### config.mk
export PLATFORM = sky130hd
export DESIGN_NAME = matrix_keypad_scanner_unit
export DESIGN_NICKNAME = d
export VERILOG_FILES = /design/src/hw/rtl/kps_pkg.sv /design/src/hw/rtl/matrix_keypad_scanner_unit.sv /design/src/hw/rtl/kps_scan.sv /design/src/hw/rtl/kps_stack.sv
export SDC_FILE = /design/constraint.sdc
export NUM_CORES = 1
export LEC_CHECK = 0
export BUFFER_PORTS_ARGS = -buffer_cell sky130_fd_sc_hd__clkbuf_2
export CAP_MARGIN = 10
export CORE_MARGIN = 2
export CORE_UTILIZATION = 30
export CTS_CLUSTER_SIZE = 28
export DETAILED_ROUTE_END_ITERATION = 10
export PLACE_DENSITY = 0.56
export SLEW_MARGIN = 20
export SYNTH_ARGS = -nofsm -noshare
export SYNTH_HDL_FRONTEND = slang
export SYNTH_HIERARCHICAL = 1
export SYNTH_SLANG_ARGS = --single-unit
### constraint.sdc
create_clock -name clk -period 4.85 [get_ports clk]
set_input_delay 0.2425 -clock clk [delete_from_list [all_inputs] [get_ports clk]]
set_output_delay 0.2425 -clock clk [all_outputs]
set_load 0.05 [all_outputs]
### src/hw/rtl/kps_pkg.sv
// ----------------------------------------------------------------------------
// kps_pkg
// Shared types, constants and code helper for the keypad scanner.
// ----------------------------------------------------------------------------
package kps_pkg;

  localparam int unsigned ROW_N   = 4;
  localparam int unsigned COL_W   = 4;
  localparam int unsigned STAGE_W = 3;
  localparam int unsigned LINE_W  = 2;
  localparam int unsigned CODE_W  = 7;

  // operation codes of an input item
  typedef enum logic {
    OP_TICK  = 1'b0,
    OP_FETCH = 1'b1
  } op_t;

  // push request from the scan logic to the key store
  typedef struct packed {
    logic [ROW_N-1:0]  row_mask;
    logic [LINE_W-1:0] line;
  } push_req_t;

  // upper three bits are row plus one, low nibble is the line
  function automatic logic [CODE_W-1:0] key_code_f(logic [1:0] row, logic [LINE_W-1:0] line);
    logic [2:0] row_p1;
    row_p1 = {1'b0, row} + 3'd1;
    return {row_p1, 2'b00, line};
  endfunction

endpackage

### src/hw/rtl/matrix_keypad_scanner_unit.sv
// ----------------------------------------------------------------------------
// matrix_keypad_scanner_unit: 4x4 keypad scanner with a key code store
// Path: an accepted item is held in the input register, then moves to the result register.
// Throughput: one item per cycle while the output is not stalled; stage, column and store update together.
// Reset: stage, column and key count cleared; stored codes are not reset.
// ----------------------------------------------------------------------------
module matrix_keypad_scanner_unit #(
  parameter int unsigned STACK_DEPTH = 6
) (
  input  logic                        clk,
  input  logic                        rst_n,
  input  logic                        in_valid,
  output logic                        in_stall,
  input  logic                        in_operation,
  input  logic [kps_pkg::ROW_N-1:0]   in_row_levels,
  output logic                        out_valid,
  input  logic                        out_stall,
  output logic [kps_pkg::COL_W-1:0]   out_column_drive,
  output logic                        out_key_valid,
  output logic [kps_pkg::CODE_W-1:0]  out_key_code
);
  import kps_pkg::*;

  logic               in_v_r;
  op_t                op_r;
  logic [ROW_N-1:0]   rows_r;
  logic               out_v_r;
  logic [COL_W-1:0]   column_out_r;
  logic               key_valid_r;
  logic [CODE_W-1:0]  key_code_r;
  logic               advance;
  logic               fire;
  logic [COL_W-1:0]   column_nxt;
  push_req_t          push_req;
  logic               pop_valid;
  logic [CODE_W-1:0]  pop_code;

  // handshake: the item moves on when the result register is free
  assign advance  = !out_v_r || !out_stall;
  assign fire     = in_v_r && advance;
  assign in_stall = in_v_r && !advance;

  // input register
  always_ff @(posedge clk) begin
    if (!rst_n) begin
      in_v_r <= 1'b0;
    end else if (!in_stall) begin
      in_v_r <= in_valid;
    end
  end

  always_ff @(posedge clk) begin
    if (!in_stall && in_valid) begin
      op_r   <= op_t'(in_operation);
      rows_r <= in_row_levels;
    end
  end

  kps_scan u_scan (
    .clk        (clk),
    .rst_n      (rst_n),
    .tick_en    (fire && (op_r == OP_TICK)),
    .rows       (rows_r),
    .column_nxt (column_nxt),
    .push_req   (push_req)
  );

  kps_stack #(
    .STACK_DEPTH (STACK_DEPTH)
  ) u_stack (
    .clk       (clk),
    .rst_n     (rst_n),
    .push_req  (push_req),
    .pop       (fire && (op_r == OP_FETCH)),
    .pop_valid (pop_valid),
    .pop_code  (pop_code)
  );

  // result register
  always_ff @(posedge clk) begin
    if (!rst_n) begin
      out_v_r <= 1'b0;
    end else if (advance) begin
      out_v_r <= in_v_r;
    end
  end

  always_ff @(posedge clk) begin
    if (fire) begin
      column_out_r <= column_nxt;
      key_valid_r  <= pop_valid;
      key_code_r   <= pop_code;
    end
  end

  assign out_valid        = out_v_r;
  assign out_column_drive = column_out_r;
  assign out_key_valid    = key_valid_r;
  assign out_key_code     = key_code_r;

`ifndef SYNTHESIS
  a_code_zero: assert property (@(posedge clk) disable iff (!rst_n)
    out_v_r && !key_valid_r |-> (key_code_r == '0))
    else $error("key code set without a valid key");
`endif

endmodule

### src/hw/rtl/kps_scan.sv
// ----------------------------------------------------------------------------
// kps_scan
// Stage counter and column register; builds push requests on odd stages.
// ----------------------------------------------------------------------------
module kps_scan (
  input  logic                        clk,
  input  logic                        rst_n,
  input  logic                        tick_en,
  input  logic [kps_pkg::ROW_N-1:0]   rows,
  output logic [kps_pkg::COL_W-1:0]   column_nxt,
  output kps_pkg::push_req_t          push_req
);
  import kps_pkg::*;

  logic [STAGE_W-1:0] stage_r;
  logic [STAGE_W-1:0] stage_nxt;
  logic [COL_W-1:0]   column_r;
  logic [LINE_W-1:0]  line;

  // advance the stage and drive or sample
  always_comb begin
    stage_nxt         = stage_r;
    column_nxt        = column_r;
    push_req.row_mask = '0;
    line              = stage_r[2:1] + LINE_W'(stage_r[0]);
    push_req.line     = line;
    if (tick_en) begin
      stage_nxt     = stage_r + STAGE_W'(1);
      line          = stage_nxt[2:1];
      push_req.line = line;
      if (!stage_nxt[0]) begin
        column_nxt = COL_W'(1) << line;
      end else begin
        push_req.row_mask = rows;
      end
    end
  end

  // stage and column state
  always_ff @(posedge clk) begin
    if (!rst_n) begin
      stage_r  <= '0;
      column_r <= '0;
    end else begin
      stage_r  <= stage_nxt;
      column_r <= column_nxt;
    end
  end

`ifndef SYNTHESIS
  a_column_onehot0: assert property (@(posedge clk) disable iff (!rst_n)
    $onehot0(column_r)) else $error("column register drives more than one column");

  a_stage_hold: assert property (@(posedge clk) disable iff (!rst_n)
    !tick_en |=> $stable(stage_r) && $stable(column_r))
    else $error("scan state changed without a tick");
`endif

endmodule

### src/hw/rtl/kps_stack.sv
// ----------------------------------------------------------------------------
// kps_stack
// Last-in-first-out key store: up to four pushes or one pop per cycle.
// ----------------------------------------------------------------------------
module kps_stack #(
  parameter int unsigned STACK_DEPTH = 6
) (
  input  logic                        clk,
  input  logic                        rst_n,
  input  kps_pkg::push_req_t          push_req,
  input  logic                        pop,
  output logic                        pop_valid,
  output logic [kps_pkg::CODE_W-1:0]  pop_code
);
  import kps_pkg::*;

  localparam int unsigned CNT_W = $clog2(STACK_DEPTH + 1);
  localparam int unsigned IDX_W = (STACK_DEPTH > 1) ? $clog2(STACK_DEPTH) : 1;

  logic [CODE_W-1:0] stack_r   [STACK_DEPTH];
  logic [CODE_W-1:0] stack_nxt [STACK_DEPTH];
  logic [CNT_W-1:0]  count_r;
  logic [CNT_W-1:0]  count_nxt;
  logic [CNT_W-1:0]  top_idx;

  // pop the newest code, or push the high rows lowest first
  always_comb begin
    stack_nxt = stack_r;
    count_nxt = count_r;
    pop_valid = 1'b0;
    pop_code  = '0;
    top_idx   = count_r - CNT_W'(1);
    if (pop && (count_r != '0)) begin
      count_nxt = top_idx;
      pop_valid = 1'b1;
      pop_code  = stack_r[top_idx[IDX_W-1:0]];
    end
    for (int i = 0; i < ROW_N; i++) begin
      if (push_req.row_mask[i] && (count_nxt < CNT_W'(STACK_DEPTH))) begin
        stack_nxt[count_nxt[IDX_W-1:0]] = key_code_f(2'(i), push_req.line);
        count_nxt = count_nxt + CNT_W'(1);
      end
    end
  end

  // fill count
  always_ff @(posedge clk) begin
    if (!rst_n) begin
      count_r <= '0;
    end else begin
      count_r <= count_nxt;
    end
  end

  // stored codes, no reset
  always_ff @(posedge clk) begin
    stack_r <= stack_nxt;
  end

`ifndef SYNTHESIS
  a_count_bound: assert property (@(posedge clk) disable iff (!rst_n)
    count_r <= CNT_W'(STACK_DEPTH)) else $error("key count beyond store depth");

  a_pop_nonempty: assert property (@(posedge clk) disable iff (!rst_n)
    pop_valid |-> (count_r != '0) && (push_req.row_mask == '0))
    else $error("pop from empty store or pop mixed with push");
`endif

endmodule

=== Word level (Yosys, flattened, before mapping) ===
Index checks and enable logic that the tools add are counted.

* $add $sub $neg: 7
* Magnitude comparators: 13
* Shifts and indexed selects: 1
* Mux-type cells: 29
* Bitwise gates (word level): 6
* Reduce and logical (&&, ||, !) cells: 20

{| class="wikitable"
|+ Operators by type and width
! kind !! count
|-
| $bwmux 42 || 4
|-
| $mux 42 || 4
|-
| $demux 7 s3 || 4
|-
| $mux 7 || 6
|-
| $bmux 7 s3 || 1
|-
| $ge 4x4->1 const B || 5
|-
| $not 3->4 || 5
|-
| $lt 4x1->1 const B || 4
|-
| $add 3x1->3 const B || 5
|-
| $mux 3 || 5
|-
| $logic_and 1x1->1 || 14
|-
| $lt 3x3->1 const B || 4
|-
| $mux 4 || 3
|-
| $mux 6 || 1
|-
| $logic_not 1->1 || 4
|-
| $shl 1x2->4 const A || 1
|-
| $reduce_bool 3->1 || 1
|-
| $sub 3x1->3 const B || 1
|-
| $add 2x1->2 || 1
|-
| $logic_or 1x1->1 || 1
|-
| $mux 1 || 1
|-
| $not 1->1 || 1
|}

* Register bits after elaboration: 71
* Input bits: 9
* Output and inout bits: 14
* Logic and storage cells: 92

=== Logic depth before layout (Yosys ltp) ===
* Depth after elaboration: 22
* Depth in mapped cells: 25
* Gate-level depth less buffers: 22

=== By module ===
The synthesis kept the hierarchy.

{| class="wikitable"
|+ By module, submodules not included
! module !! instances !! cells an instance !! area an instance (um^2) !! seq. area each (um^2)
|-
| kps_stack || 1 || 325 || 3,060.4 || 900.9
|-
| matrix_keypad_scanner_unit || 1 || 27 || 611.8 || 550.5
|-
| kps_scan || 1 || 44 || 395.4 || 140.1
|}

=== Least setup slack after synthesis ===
No wires, ideal clock.

* Path type: register -> register
* Start: register u_stack.count_r[0]
* End: register u_stack/stack_r[21] (netlist name)
* Library setup time: 0.123 ns
* Arrival: 5.227 ns
* Data required time: 4.727 ns
* Path slack: -0.500 ns
* Stages on the path, launching flop included: 25
* Buffers on the path: 3
* Clock period less this slack: 5.350 ns
* Cell sequence: dfxtp_1 buf_1 buf_1 inv_1 ha_1 nand2b_1 nand2_2 inv_2 xnor2_1 inv_1 ha_1 a221oi_1 a311o_1 clkbuf_1 xor2_1 o21a_1 ha_1 nand2_1 xor2_1 o21a_1 a32oi_1 nand3_1 nor3_2 nor4_4 mux2_1

{| class="wikitable"
|+ RTL lines
! element !! line !! source
|-
| from (decl) || kps_stack.sv:22 || <nowiki>logic [CNT_W-1:0] count_r;</nowiki>
|-
| from (signal assigned) || kps_stack.sv:51 || <nowiki>count_r <= count_nxt;</nowiki>
|-
| to (signal assigned) || kps_stack.sv:57 || <nowiki>stack_r <= stack_nxt;</nowiki>
|-
| to (decl) || kps_stack.sv:20 || <nowiki>logic [CODE_W-1:0] stack_r [STACK_DEPTH];</nowiki>
|}

==> reports/summary.json <==
{
  "cts": {
    "h_tree_levels": 3,
    "cts.sinks": 71,
    "worst_skew_pair.late_latency_ns": 0.34,
    "cts_buffers": 9,
    "clock-root-buffer": "clkbuf_16",
    "clkTransAtPathRegs_ns": 0.06,
    "clockBufferDepth": 2,
    "cts.hold.buffers_added": 0,
    "tritoncts": "done"
  },
  "synthesis": {
    "netlist.area_leader.share": 0.2658,
    "synth_nets": 411,
    "syn-mean-instance-area_sq_um": 10.27,
    "post_synth_most_frequent_cells": "dfxtp_1, nand2_1, inv_1, a21oi_1, nor2_1",
    "ys_seq_area_frac": 0.3913,
    "synth_cell_types": 94,
    "ys_dominant_reg_cell": "dfxtp_1",
    "synth-edff-count": 17,
    "yosys.cell_count.top_type": "dfxtp_1",
    "yosysTopAreaCell": "dfxtp_1",
    "synth_top_cells_by_area": "dfxtp_1, edfxtp_1, mux4_2, and2_1, nand2_1",
    "synthArstFlopShare": 0,
    "synthesis.instances": 396,
    "ys_warn_count": 6,
    "syn_area_sq_mm": 0.004068,
    "postSynthRegisterBits": 71
  },
  "die": {
    "rows": 42,
    "boundaryPins": 23,
    "die_y_microns": 120.4,
    "die_area_sq_mm": 0.01451,
    "initial_core_util": 0.3072,
    "core_sq_mm": 0.01324,
    "chipWidth_microns": 120.4
  },
  "run": {
    "cap_viol_max_count": 0
  },
  "outcome": {
    "outcome": "finished, final reports clean"
  },
  "detailed_routing": {
    "finalWirelength_mm": 10.44,
    "dr.first_iter.drc_count": 300,
    "drc_viols": 0,
    "drtPass1Iterations": 7,
    "avgViaCountPerCell": 5.268,
    "routed_wire_length_per_instance_microns": 16.95,
    "postRouteAntennaNets": 0,
    "route.vias.total": 3245
  },
  "timing": {
    "holdWs_ns": 0.08553,
    "max_slew_margin": 0.3547,
    "hold_viol": 0,
    "fmax_ghz": 0.2138,
    "skew_ns": 0.006210,
    "setup_slack_ns": 0.1736,
    "min_period_ns": 4.676,
    "fin_crit_sh": 0.9642,
    "setup-violations-final": 0,
    "worst_pin_slew_ns": 0.9658,
    "slew_viol_final": 0
  },
  "global_route": {
    "globalRoute.totalOverflow": 0,
    "initial_antenna_violation_count": 0,
    "first_global_vias": 3117,
    "grt_first_pass_wirelength_mm": 16.66,
    "pin_count_of_the_biggest_net_entering_global_routing": 23,
    "track_usage": 0.1470
  },
  "power_and_ir_drop": {
    "cellPowerDensity_mw_per_mm2": 394.3,
    "power.leakage_nw": 1.845,
    "power.ir.vdd_worst_uv": 173.2
  },
  "finish": {
    "area.growth.synth_to_final_pct": 18.73,
    "final_layout_size_suffix_gt1_frac": 0.2932,
    "num_antenna_cells": 0,
    "fillCellCount": 1346,
    "multiInputGateArea_sq_mm": 0.002328,
    "stdcell_area_sq_mm": 0.004830,
    "fin_nets": 450,
    "register_area_sq_mm": 0.001592
  },
  "placed_design": {
    "place_hpwl_mm": 7.805,
    "gp_congestion": 0.8833,
    "detailed_place.area_sq_mm": 0.004438,
    "io_buffer_count": 22,
    "detailedPlace.worstSlack_ns": 0.2057
  },
  "setup_path": {
    "worstPathMaxFanout": 8,
    "kind_of_start_point_of_the_critical_path": "register",
    "worst-endpoint-arrival_ns": 4.90,
    "crit_type": "reg -> reg",
    "critical_path_required_ns": 5.07,
    "cp_endpoint_kind": "register"
  },
  "hold_path": {
    "timing.hold.worst.class": "in -> reg"
  }
}
-- layer usage --
layer	global-route usage	wire, microns	up-vias
met5	0	0	-
met4	0.04215	123	0
met3	0.03066	472	8
met2	0.2451	5181	104
met1	0.1921	4663	1582
li1	-	-	1551
-- final timing paths --
check | start | endpoint | slack, ns | depth (start not counted)
worst max register to register | in_v_r$_SDFFE_PN0N_ | u_stack/stack_r[8]$_DFF_P_ | 0.17 | 20
worst min register to register | u_stack/stack_r[3]$_DFF_P_ | u_stack/stack_r[3]$_DFF_P_ | 0.46 | 1
worst max-delay path | in_v_r$_SDFFE_PN0N_ | u_stack/stack_r[8]$_DFF_P_ | 0.17 | 20
worst min-delay path | in_operation | op_r$_DFFE_PP_ | 0.09 | 1
-- what timing repair did --
item | 4_1_cts | 5_1_grt
setup buffers | 0 | 5
resized for setup | 0 | 11
endpoints found under the setup margin | 0 | 13
-- cell families (layout without fill, tap and decap cells) --
logic type,Yosys count,count (layout),synth area share
buffers and inverters,43,87,0.05352
AOI/OAI and AO/OA,104,104,0.2132
xor gates and xnor gates,13,13,0.03691
DFF,71,71,0.3913
muxes,27,27,0.09412
and+or+nand+nor,132,132,0.1926
adders and majority gates,6,6,0.01846
-- cells in the final DEF (no fill, tap or decap), drive strengths merged, types with 3 or more instances in the layout --
master	synthesis	layout
nor3	11	11
o21ai	11	11
and2	20	20
buf	14	26
a31oi	10	10
a21boi	6	6
nand3	15	15
mux2i	6	6
mux2	14	14
ha	6	6
nor3b	4	4
nor2b	5	5
o2111a	3	3
clkbuf	6	32
o2111ai	3	3
a2111oi	4	4
or3	3	3
o22ai	11	11
nand2	30	30
inv	23	27
xnor2	7	7
mux4	7	7
xor2	5	5
a211o	3	3
o21a	3	3
dfxtp	54	54
a21oi	18	18
a21o	3	3
nor2	18	18
a211oi	5	5
and3	4	4
edfxtp	17	17
o2bb2ai	4	4
nand2b	5	5
or2	3	3
-- per-stage QoR --
stage | util | total power [mW] | instances | TNS, ns
after floorplan | - | 1.107 | 396 | 0
after global placement | 0.3351 | 1.235 | 595 | 0
after detailed placement | 0.3351 | 1.244 | 595 | 0
after CTS | 0.3576 | 1.903 | 611 | 0
after global routing | 0.3647 | 1.999 | 616 | -0.1174
final | 0.3647 | 1.904 | 616 | 0
-- where the power goes --
group / switching [mW] / total [mW] / internal [mW]
combinational: 0.303 / 0.519 / 0.216
clock: 0.269 / 0.653 / 0.384
sequential: 0.0444 / 0.732 / 0.688
total: 0.617 / 1.90 / 1.29
-- area by class of cell --
class | instances | area share
Clock inverter | 6 | 0.009845
Clock buffer | 10 | 0.05181
Inverter | 23 | 0.01788
Multi-Input combinational cell | 282 | 0.4821
Tap cell | 176 | 0.04560
Timing Repair Buffer | 48 | 0.06321
Sequential cell | 71 | 0.3295
-- worst max-delay path, stage by stage (launching register included) --
cell	delay, ns
dfxtp_1	0.35
a21boi_4	0.28
and2_1	0.26
nand2_2	0.14
inv_2	0.09
xnor2_1	0.13
inv_1	0.13
ha_2	0.40
nand2_1	0.08
a211o_1	0.27
o2111a_2	0.25
xnor2_4	0.24
ha_1	0.18
nand2_1	0.10
xor2_1	0.20
o21a_1	0.16
a32oi_2	0.08
a222oi_1	0.47
o2111a_2	0.35
nor3b_2	0.09
mux2_1	0.31
-- sequential cells by signal, indices dropped and copies added, names as in the netlist --
signal	count
out_key_code	7
out_column_drive	4
u_scan/column_r	4
rows_r	4
op_r	1
out_key_valid	1
in_v_r	1
u_scan/stage_r	3
u_stack/count_r	3
out_valid	1
u_stack/stack_r	42
Power figures use the tool's default switching activity.
